## config.mk

```make
export PLATFORM = sky130hd
export DESIGN_NAME = tcw_ctrl
export DESIGN_NICKNAME = d
export VERILOG_FILES = /design/src/rtl/tcw_pkg.sv /design/src/rtl/tcw_ctrl.sv
export SDC_FILE = /design/constraint.sdc
export NUM_CORES = 1
export LEC_CHECK = 0
export ABC_AREA = 1
export BUFFER_PORTS_ARGS = -buffer_cell sky130_fd_sc_hd__buf_2
export CORE_AREA = 3 3 40 42
export DETAILED_ROUTE_END_ITERATION = 7
export DIE_AREA = 0 0 43 45
export PLACE_DENSITY = 0.71
export SLEW_MARGIN = 20
export SYNTH_ARGS = -nofsm -noshare
export SYNTH_HDL_FRONTEND = slang
export SYNTH_SLANG_ARGS = --single-unit
```

## constraint.sdc

```tcl
create_clock -name clk -period 1.1 [get_ports clk]
set_input_delay 0.165 -clock clk [delete_from_list [all_inputs] [get_ports clk]]
set_output_delay 0.165 -clock clk [all_outputs]
set_load 0.1 [all_outputs]
```

## src/rtl/tcw_pkg.sv

```systemverilog
package tcw_pkg;

  // Item kinds
  localparam logic [1:0] KIND_PUT_CURSOR = 2'd0;
  localparam logic [1:0] KIND_PUT_AT     = 2'd1;
  localparam logic [1:0] KIND_CLEAR      = 2'd2;
  localparam logic [1:0] KIND_READ       = 2'd3;

  // Control characters
  localparam logic [7:0] CHAR_TAB     = 8'd9;
  localparam logic [7:0] CHAR_NEWLINE = 8'd10;

  // Register indexes
  localparam logic [1:0] CFG_ROWS_IN_USE = 2'd0;
  localparam logic [1:0] CFG_TAB_WIDTH   = 2'd1;

  // Reset values of the registers
  localparam logic [5:0] ROWS_IN_USE_RST = 6'd32;
  localparam logic [6:0] TAB_WIDTH_RST   = 7'd4;

  // Sweep modes
  localparam logic [1:0] SWP_RESET  = 2'd0;
  localparam logic [1:0] SWP_CLEAR  = 2'd1;
  localparam logic [1:0] SWP_SCROLL = 2'd2;

  // Controller to datapath commands
  typedef struct packed {
    logic       accept;      // latch the input beat
    logic       exec;        // perform the item's action and cursor update
    logic       sweep_init;  // load sweep counter and bounds
    logic [1:0] sweep_mode;
    logic       sweep_run;   // issue one sweep step
    logic       sweep_done;  // finish sweep: fix cursor, flag scroll
    logic       cap_cell;    // capture read data
    logic       load_out;    // load the result register
  } cmd_t;

  // Datapath to controller status
  typedef struct packed {
    logic [1:0] kind;
    logic       scroll_need;
    logic       sweep_last;
  } sts_t;

endpackage

```

## src/rtl/tcw_ctrl.sv

```systemverilog
module tcw_ctrl (
  input  logic          clk,
  input  logic          rst_n,
  input  logic          in_valid,
  output logic          in_ready,
  output logic          out_valid,
  input  logic          out_ready,
  input  tcw_pkg::sts_t sts,
  output tcw_pkg::cmd_t cmd
);

  import tcw_pkg::*;

  localparam logic [2:0] ST_INIT   = 3'd0;
  localparam logic [2:0] ST_SWEEP  = 3'd1;
  localparam logic [2:0] ST_DRAIN  = 3'd2;
  localparam logic [2:0] ST_IDLE   = 3'd3;
  localparam logic [2:0] ST_EXEC   = 3'd4;
  localparam logic [2:0] ST_RDWAIT = 3'd5;
  localparam logic [2:0] ST_FINISH = 3'd6;

  logic [2:0] state_r, state_nxt;
  logic       boot_r, boot_nxt;
  logic       out_valid_r, out_valid_nxt;
  logic       out_free;

  assign out_free  = !out_valid_r || out_ready;
  assign out_valid = out_valid_r;

  // Sequence the item and the sweeps
  always_comb begin
    state_nxt = state_r;
    boot_nxt  = boot_r;
    cmd       = '0;
    in_ready  = 1'b0;
    unique case (state_r)
      ST_INIT: begin
        cmd.sweep_init = 1'b1;
        cmd.sweep_mode = SWP_RESET;
        state_nxt      = ST_SWEEP;
      end
      ST_SWEEP: begin
        cmd.sweep_run = 1'b1;
        if (sts.sweep_last) begin
          state_nxt = ST_DRAIN;
        end
      end
      ST_DRAIN: begin
        cmd.sweep_done = 1'b1;
        boot_nxt       = 1'b0;
        state_nxt      = boot_r ? ST_IDLE : ST_FINISH;
      end
      ST_IDLE: begin
        in_ready = 1'b1;
        if (in_valid) begin
          cmd.accept = 1'b1;
          state_nxt  = ST_EXEC;
        end
      end
      ST_EXEC: begin
        cmd.exec = 1'b1;
        unique case (sts.kind)
          KIND_PUT_CURSOR: begin
            if (sts.scroll_need) begin
              cmd.sweep_init = 1'b1;
              cmd.sweep_mode = SWP_SCROLL;
              state_nxt      = ST_SWEEP;
            end else begin
              state_nxt = ST_FINISH;
            end
          end
          KIND_PUT_AT: state_nxt = ST_FINISH;
          KIND_CLEAR: begin
            cmd.sweep_init = 1'b1;
            cmd.sweep_mode = SWP_CLEAR;
            state_nxt      = ST_SWEEP;
          end
          KIND_READ: state_nxt = ST_RDWAIT;
          default: state_nxt = ST_FINISH;
        endcase
      end
      ST_RDWAIT: begin
        cmd.cap_cell = 1'b1;
        state_nxt    = ST_FINISH;
      end
      ST_FINISH: begin
        // once the output is free, hand off the result and take the next beat in the same cycle
        if (out_free) begin
          cmd.load_out = 1'b1;
          in_ready     = 1'b1;
          if (in_valid) begin
            cmd.accept = 1'b1;
            state_nxt  = ST_EXEC;
          end else begin
            state_nxt = ST_IDLE;
          end
        end
      end
      default: state_nxt = ST_INIT;
    endcase
  end

  // Hold the result valid until taken
  always_comb begin
    out_valid_nxt = out_valid_r;
    if (cmd.load_out) begin
      out_valid_nxt = 1'b1;
    end else if (out_ready) begin
      out_valid_nxt = 1'b0;
    end
  end

  always_ff @(posedge clk) begin
    if (!rst_n) begin
      state_r     <= ST_INIT;
      boot_r      <= 1'b1;
      out_valid_r <= 1'b0;
    end else begin
      state_r     <= state_nxt;
      boot_r      <= boot_nxt;
      out_valid_r <= out_valid_nxt;
    end
  end

endmodule

```

==> results_dict.tcl, run 1 <==
set metrics [dict create \
    status "finished, violations left" \
    violations "setup timing" \
    fin_crit_sh 1.32 \
    ff2ff_path_depth 9 \
    cts_root_buffer "clkbuf_4" \
    layout_common_cells "nand2_1 (14), buf_12 (11), buf_4 (11), inv_1 (7), buf_2 (7)" \
    placedCellCount 113 \
    post-dp-hpwl_mm 1.07 \
    htree_levels 1 \
    overflow 0 \
    synthDistinctLibCells 16 \
    p_leak_nw 0.459 \
    nFillCells 93 \
    place_congestion 0.840 \
    synth-seq-area-share 0.245 \
    gr-usage-all-layers 0.166 \
    holdWs_ns 0.131 \
    drive_gt1_frac 0.602 \
    timing.rr.start "state_r[1]" \
    cts_tree "built" \
    vias 584 \
    grt_pass1_vias 568 \
    arrival_ns 1.29 \
    slew_violations 0 \
    grt_pass1_wl_mm 2.43 \
    routedWlPerCell_um 11.8 \
    ioPinCount 19 \
    fp.dieH_um 45 \
    vias_per_cell 4.75 \
    worstSetupEndpoint "cmd[6]" \
    cts-buffers-inserted 3 \
    setup_viol 14 \
    rsz0062_at_grt "yes" \
    worst-setup-path-type "register to output pin" \
    worst_setup_path_start_kind "register" \
    clkTransAtPathRegs_ns 0.04 \
    start_util 0.317 \
    grt_max_degree 7 \
    drc 0 \
    wl_mm 1.46 \
    crit_fanout 4 \
    row_count 13 \
    cts_hold_buf 0 \
    area_growth_pct 138 \
    core_um2 1280 \
    r2r_end "state_r[0]" \
    clock_sinks 5 \
    utilization 0.757 \
    drt_pre_antenna_iters 3 \
    hold_viol 0 \
    min_path_type "primary input to register" \
    port-buffer-count 18 \
    fin_skew_ns 0.00400 \
    clk_latency_ns 0.23 \
    cts_buffer_depth 2 \
    seq_area_um2 113 \
    multi_input_area_um2 349 \
    dieWidth_um 43 \
    instances_no_fill 123 \
    r2r_slack_ns -0.25 \
    ys_seq_elements 5 \
    critPathRequiredTime_ns 0.94 \
    detail-route-antenna-nets 0 \
    finalPower_w 0.00233 \
    syn_avg_cell_area_um2 5.67 \
    finalWorstPathRequiredPeriod_ns 1.46 \
    n_antenna_cell 0 \
    yosys_warnings 0 \
    syn_inst 72 \
    dieArea_um2 1940 \
    nNetsFinal 117 \
    power.density_nw_per_um2 2400 \
    worst_pin_slew_ns 0.251 \
    antenna_found_initial 0 \
    tns_ns -3.49 \
    layout_commonest_cell "nand2_1" \
    vdd_drop_max_mv 1.75 \
    max_slew_margin 0.833 \
    cp-startpoint "state_r[0]" \
    synthesis.area_um2 408 \
    syn_nets 80 \
    drtIter0Drc 5 \
    drv_cap 0 \
    end_kind "output pin" \
    timing.final.ws_setup_ns -0.357 \
    fmax_ghz 0.686 \
]
==> critical path: stages (launching register included) <==
cell and delay [ns]:
dfxtp_2 0.34, buf_6 0.13, nor2_4 0.13, buf_4 0.13, o21a_1 0.15, buf_12 0.18
==> worst min-delay path by stage <==
stage | endpoint | cells past startpoint | startpoint | slack (ns)
finish | boot_r | 2 | rst_n | 0.13
global route | boot_r | 2 | rst_n | 0.13
CTS | boot_r | 2 | rst_n | 0.12
detailed placement | boot_r | 2 | rst_n | 0.36
global placement | boot_r | 2 | rst_n | 0.36
floorplan | boot_r | 1 | rst_n | 0.23
==> per-stage QoR <==
stage               worst slack (ns)  instance area (µm²)
floorplan                     -0.474                  509
global placement              -0.136                  836
detailed placement            -0.164                  836
CTS                           -0.330                  953
global route                  -0.428                  972
finish                        -0.357                  972
==> cell families after synthesis <==
family                 Yosys count  share of synthesized area
buffers and inverters           17                      0.184
DFF                              5                      0.245
and+or+nand+nor                 42                      0.454
AOI/OAI and AO/OA                8                      0.117
==> metal layers <==
layer	track usage	part of all wire	vias to the layer above	wire [µm]
li1	-	-	296	-
met1	0.209	0.42	278	616
met2	0.296	0.55	10	796
met3	0.0359	0.030	0	43
met4	0.0301	0	0	0
met5	0	0	-	0
==> report_power, final <==
part,switching (W),internal (W)
registers,0.0000866,0.000244
logic,0.00107,0.000728
clock network,0.0000655,0.000136
==> cells in the mapped netlist, drive strengths merged <==
master | count | area share
a21oi | 4 | 0.049
nand2 | 18 | 0.18
dfxtp | 5 | 0.25
nand4 | 1 | 0.015
inv | 15 | 0.14
buf | 2 | 0.046
o21ai | 1 | 0.012
o211ai | 1 | 0.018
nor3 | 1 | 0.012
nor2 | 13 | 0.14
nand3 | 9 | 0.11
o21a | 2 | 0.037
==> registers in the layout (all words and copies together) (netlist names) <==
register and cells:
boot_r 1, state_r 3, out_valid 1
==> final cells by class <==
class | instances | share of cell area
clock buffers | 4 | 0.0270
inverters | 15 | 0.0734
multi-input cells | 50 | 0.359
flip-flops and latches | 5 | 0.116
well taps | 15 | 0.0193
repair buffers | 34 | 0.405
==> what timing repair did <==
item / 4_1_cts / 5_1_grt
setup buffers: 4 / 2
setup endpoints to repair: 13 / 13
pin swaps: 8 / 3
gates resized for setup: 17 / 1
(Power assumes the default switching activity.)
==> run 2: changes to the inputs <==
--- a/config.mk
+++ b/config.mk
@@ -10,7 +10,6 @@
 export CORE_AREA = 3 3 40 42
 export DETAILED_ROUTE_END_ITERATION = 7
 export DIE_AREA = 0 0 43 45
-export PLACE_DENSITY = 0.71
 export SLEW_MARGIN = 20
 export SYNTH_ARGS = -nofsm -noshare
 export SYNTH_HDL_FRONTEND = slang
==> run 2 against run 1 <==
The run still ends with setup timing left. Sequential power decreased by 3%. Non-clock buffer count grew 3. Combinational power up 6%. Largest power group unchanged.
==> results_dict.tcl, run 2 (synthesized netlist as in run 1, its figures left out) <==
set metrics [dict create \
    multi_input_area_um2 395 \
    fp.dieH_um 45 \
    cts_hold_buf 0 \
    clk_latency_ns 0.24 \
    clkTransAtPathRegs_ns 0.04 \
    p_leak_nw 0.482 \
    finalPower_w 0.00242 \
    start_util 0.317 \
    row_count 13 \
    largest_register_ff_count 3 \
    hold_viol 0 \
    nFillCells 82 \
    vdd_drop_max_mv 1.45 \
    arrival_ns 1.30 \
    detail-route-antenna-nets 0 \
    cts-buffers-inserted 3 \
    drt_pre_antenna_iters 4 \
    dpl_cell_area_um2 851 \
    area_growth_pct 159 \
    port-buffer-count 18 \
    drive_gt1_frac 0.676 \
    violations "setup timing" \
    slew_violations 0 \
    max_slew_margin 0.849 \
    overflow 0 \
    wl_mm 1.53 \
    antenna_found_initial 0 \
    crit_fanout 4 \
    nNetsFinal 120 \
    grt_pass1_vias 600 \
    grt_pass1_wl_mm 2.75 \
    cts_buffer_depth 2 \
    dieWidth_um 43 \
    rsz0062_at_grt "yes" \
    routedWlPerCell_um 12.1 \
    layout_common_cells "nand2_1 (13), buf_12 (11), buf_4 (11), buf_6 (8)" \
    crit_chain "buf_6 > nor2_4 > nand2_4 > buf_4 > inv_4 > buf_12" \
    fin_skew_ns 0.000712 \
    drc 0 \
    min_path_type "primary input to register" \
    grt_max_degree 6 \
    gr-usage-all-layers 0.186 \
    cp_slowest_cell "dfxtp_2" \
    htree_levels 1 \
    largest_register "state_r" \
    worst_pin_slew_ns 0.226 \
    seq_area_um2 110 \
    dieArea_um2 1940 \
    critPathRequiredTime_ns 0.94 \
    crit_buf_inv 4 \
    tns_ns -3.27 \
    power.density_nw_per_um2 2300 \
    status "finished, violations left" \
    drv_cap 0 \
    clock_sinks 5 \
    fin_crit_sh 1.33 \
    place_congestion 0.778 \
    n_antenna_cell 0 \
    vias_per_cell 4.71 \
    timing.final.ws_setup_ns -0.363 \
    worst_setup_path_start_kind "register" \
    cp_top_family "buffers and inverters" \
    core_um2 1280 \
    layout_commonest_cell "nand2_1" \
    finalWorstPathRequiredPeriod_ns 1.46 \
    cts_tree "built" \
    post-dp-hpwl_mm 1.04 \
    vias 593 \
    max_stage_delay_ns 0.33 \
    setup_viol 13 \
    cts_root_buffer "clkbuf_4" \
    final_cell_area_um2 1050 \
    fmax_ghz 0.684 \
    worst-setup-path-type "register to output pin" \
    drtIter0Drc 5 \
    ioPinCount 19 \
    end_kind "output pin" \
]
## run 2: worst reg2reg max path: stages, from the launching register on
cell and delay [ns]:
dfxtp_4 0.40, buf_6 0.14, inv_8 0.04, buf_6 0.11, nor2_4 0.12, nand3_4 0.11
nand2_4 0.08, nor2_2 0.04, nand2_1 0.08, a21oi_2 0.05
## run 2: path summary, 6_finish.rpt
check,from,to,slack [ns],cells after the start
setup / recovery,state_r[0],cmd[7],-0.36,6
hold reg to reg,boot_r,boot_r,0.49,2
hold / removal,rst_n,boot_r,0.12,2
setup reg to reg,state_r[1],state_r[2],-0.19,9
## run 2: area by class of cell
type                       count  share of cell area
inverter                      15              0.0724
sequential                     5               0.104
timing repair buffer          37               0.406
multi-input combinational     50               0.375
tap                           15              0.0178
clock buffer                   4              0.0249
## run 2: what timing repair did
item                                   CTS  global route
endpoints found under the hold margin    0             0
setup buffers                            4             4
setup endpoints to repair               13            14
pin swaps                               10             4
resized for setup                       26             8
## run 2: through the flow
step / cells / utilization / worst slack (ns) / hold WS, ns
global route: 126 / 0.821 / -0.428 / 0.125
finish: 126 / 0.821 / -0.363 / 0.119
CTS: 123 / 0.788 / -0.334 / 0.106
detailed placement: 115 / 0.662 / -0.154 / 0.362
global placement: 115 / 0.662 / -0.124 / 0.362
floorplan: 72 / - / -0.474 / 0.234
## run 2: where the power goes
part / total (W) / internal (W) / switching (W)
Sequential: 0.000320 / 0.000243 / 0.0000773
Clock: 0.000207 / 0.000137 / 0.0000699
Combinational: 0.00190 / 0.000745 / 0.00115
Total: 0.00242 / 0.00113 / 0.00130
## run 2: metal layers
layer	GRT usage	part of all wire	routed length (µm)
met4	0.0361	0.0046	7
met3	0.0359	0.046	71
met1	0.237	0.43	656
met5	0	0	0
met2	0.329	0.52	791
==> run 3: changes to the inputs <==
==> constraint.sdc (replaced) <==
create_clock -name clk -period 1.38 [get_ports clk]
set_input_delay 0.207 -clock clk [delete_from_list [all_inputs] [get_ports clk]]
set_output_delay 0.207 -clock clk [all_outputs]
set_load 0.1 [all_outputs]
==> run 3 against run 2 <==
Clock power is 21% lower. Highest routed layer is now met3. The flow still finishes with violations (setup timing). Setup slack better by 0.27 ns. Worst hold slack gained 0.050 ns. Via count fell by 11%.
==> results_dict.tcl, run 3 (synthesized netlist as in run 1, its figures left out) <==
set metrics [dict create \
    min_path_type "primary input to register" \
    drc 0 \
    overflow 0 \
    dp_slack_ns 0.0515 \
    core_um2 1280 \
    fin_crit_sh 1.06 \
    grt_pass1_wl_mm 2.06 \
    instances_no_fill 117 \
    nFillCells 111 \
    vias_per_cell 4.49 \
    fin_skew_ns 0.00321 \
    dieWidth_um 43 \
    finalWorstPathRequiredPeriod_ns 1.47 \
    fmax_ghz 0.681 \
    clk_latency_ns 0.24 \
    cts_hold_buf 0 \
    place_congestion 0.812 \
    drt_pre_antenna_iters 4 \
    slew_violations 0 \
    clkTransAtPathRegs_ns 0.04 \
    dieArea_um2 1940 \
    critPathRequiredTime_ns 1.17 \
    largest_register_ff_count 3 \
    vdd_drop_max_mv 1.35 \
    antenna_found_initial 0 \
    cts-buffers-inserted 3 \
    vias 525 \
    timing.final.ws_setup_ns -0.0881 \
    area_growth_pct 116 \
    worst-setup-path-type "register to output pin" \
    ioPinCount 19 \
    crit_fanout 4 \
    drv_cap 0 \
    clock_sinks 5 \
    drive_gt1_frac 0.549 \
    start_util 0.317 \
    n_antenna_cell 0 \
    crit_chain "inv_4 > nand3_4 > nor2_4 > inv_2 > a21oi_4 > buf_12" \
    arrival_ns 1.26 \
    violations "setup timing" \
    htree_levels 1 \
    drtIter0Drc 18 \
    cp_slowest_cell "dfxtp_4" \
    worst_pin_slew_ns 0.487 \
    largest_register "state_r" \
    port-buffer-count 18 \
    worst_setup_path_start_kind "register" \
    cts_tree "built" \
    layout_common_cells "nand2_1 (14), buf_12 (11)" \
    finalPower_w 0.00164 \
    max_stage_delay_ns 0.36 \
    cts_root_buffer "clkbuf_4" \
    status "finished, violations left" \
    row_count 13 \
    post-dp-hpwl_um 948 \
    routedWlPerCell_um 10.1 \
    detail-route-antenna-nets 0 \
    nNetsFinal 111 \
    grt_max_degree 7 \
    end_kind "output pin" \
    p_leak_nw 0.428 \
    gr-usage-all-layers 0.138 \
    cp_top_family "flip-flops" \
    hold_viol 0 \
    setup_viol 3 \
    layout_commonest_cell "nand2_1" \
    power.density_nw_per_um2 1860 \
    wl_mm 1.19 \
    grt_pass1_vias 517 \
    max_slew_margin 0.677 \
    fp.dieH_um 45 \
    placedCellCount 109 \
    crit_buf_inv 3 \
    cts_buffer_depth 2 \
    rsz0062_at_grt "yes" \
]
-- run 3: changes by cell type in the layout (fill, tap and decap cells not counted), moves of 3 or more --
| cell | delta |
|---|---|
| buf_4 | -3 |
| nand3_1 | +5 |
| a21oi_2 | -3 |
| nand3_2 | -3 |
| a21oi_1 | +3 |
| buf_6 | -7 |
-- run 3: layout make-up --
class / count / area (µm²) / share of cell area
multi-input cells: 50 / 327 / 0.371
repair buffers: 28 / 332 / 0.376
well taps: 15 / 18.8 / 0.0213
inverters: 15 / 62.6 / 0.0710
flip-flops and latches: 5 / 115 / 0.131
clock buffers: 4 / 26.3 / 0.0298
-- run 3: per-layer routing --
layer / track usage / share of wire / vias up
met5: 0 / 0 / -
met4: 0.0723 / 0 / 0
met3: 0.0120 / 0.029 / 0
met2: 0.225 / 0.52 / 9
met1: 0.183 / 0.45 / 230
li1: - / - / 286
-- run 3: final timing paths --
kind | startpoint | end | slack, ns | cells past startpoint
worst min-delay path | rst_n | boot_r | 0.17 | 2
worst min register to register | boot_r | boot_r | 0.48 | 2
worst max-delay path | state_r[0] | cmd[8] | -0.09 | 6
worst max register to register | state_r[0] | state_r[2] | 0.19 | 9
-- run 3: stage by stage --
step           utilization  area (µm²)  hold WS [ns]  setup TNS (ns)
2_1_floorplan            -         487         0.276          -0.710
3_3_place_gp         0.601         772         0.406               0
3_5_place_dp         0.601         772         0.409               0
4_1_cts              0.657         845         0.161          -0.276
5_1_grt              0.685         881         0.171          -0.498
6_report             0.685         881         0.169          -0.186
-- run 3: timing repair --
| item | CTS | global route |
|---|---|---|
| gates resized for setup | 5 | 9 |
| setup endpoints to repair | 8 | 9 |
| setup buffers | 3 | 1 |
| cloned | 0 | 0 |
| pin swaps | 4 | 3 |
-- run 3: power breakdown --
| group | total [W] | leakage, nW | switching (W) | internal [W] |
|---|---|---|---|---|
| Clock | 0.000163 | 0.0150 | 0.0000540 | 0.000109 |
| Combinational | 0.00121 | 0.370 | 0.000771 | 0.000438 |
| Sequential | 0.000270 | 0.0438 | 0.0000703 | 0.000199 |
| Total | 0.00164 | 0.428 | 0.000895 | 0.000747 |
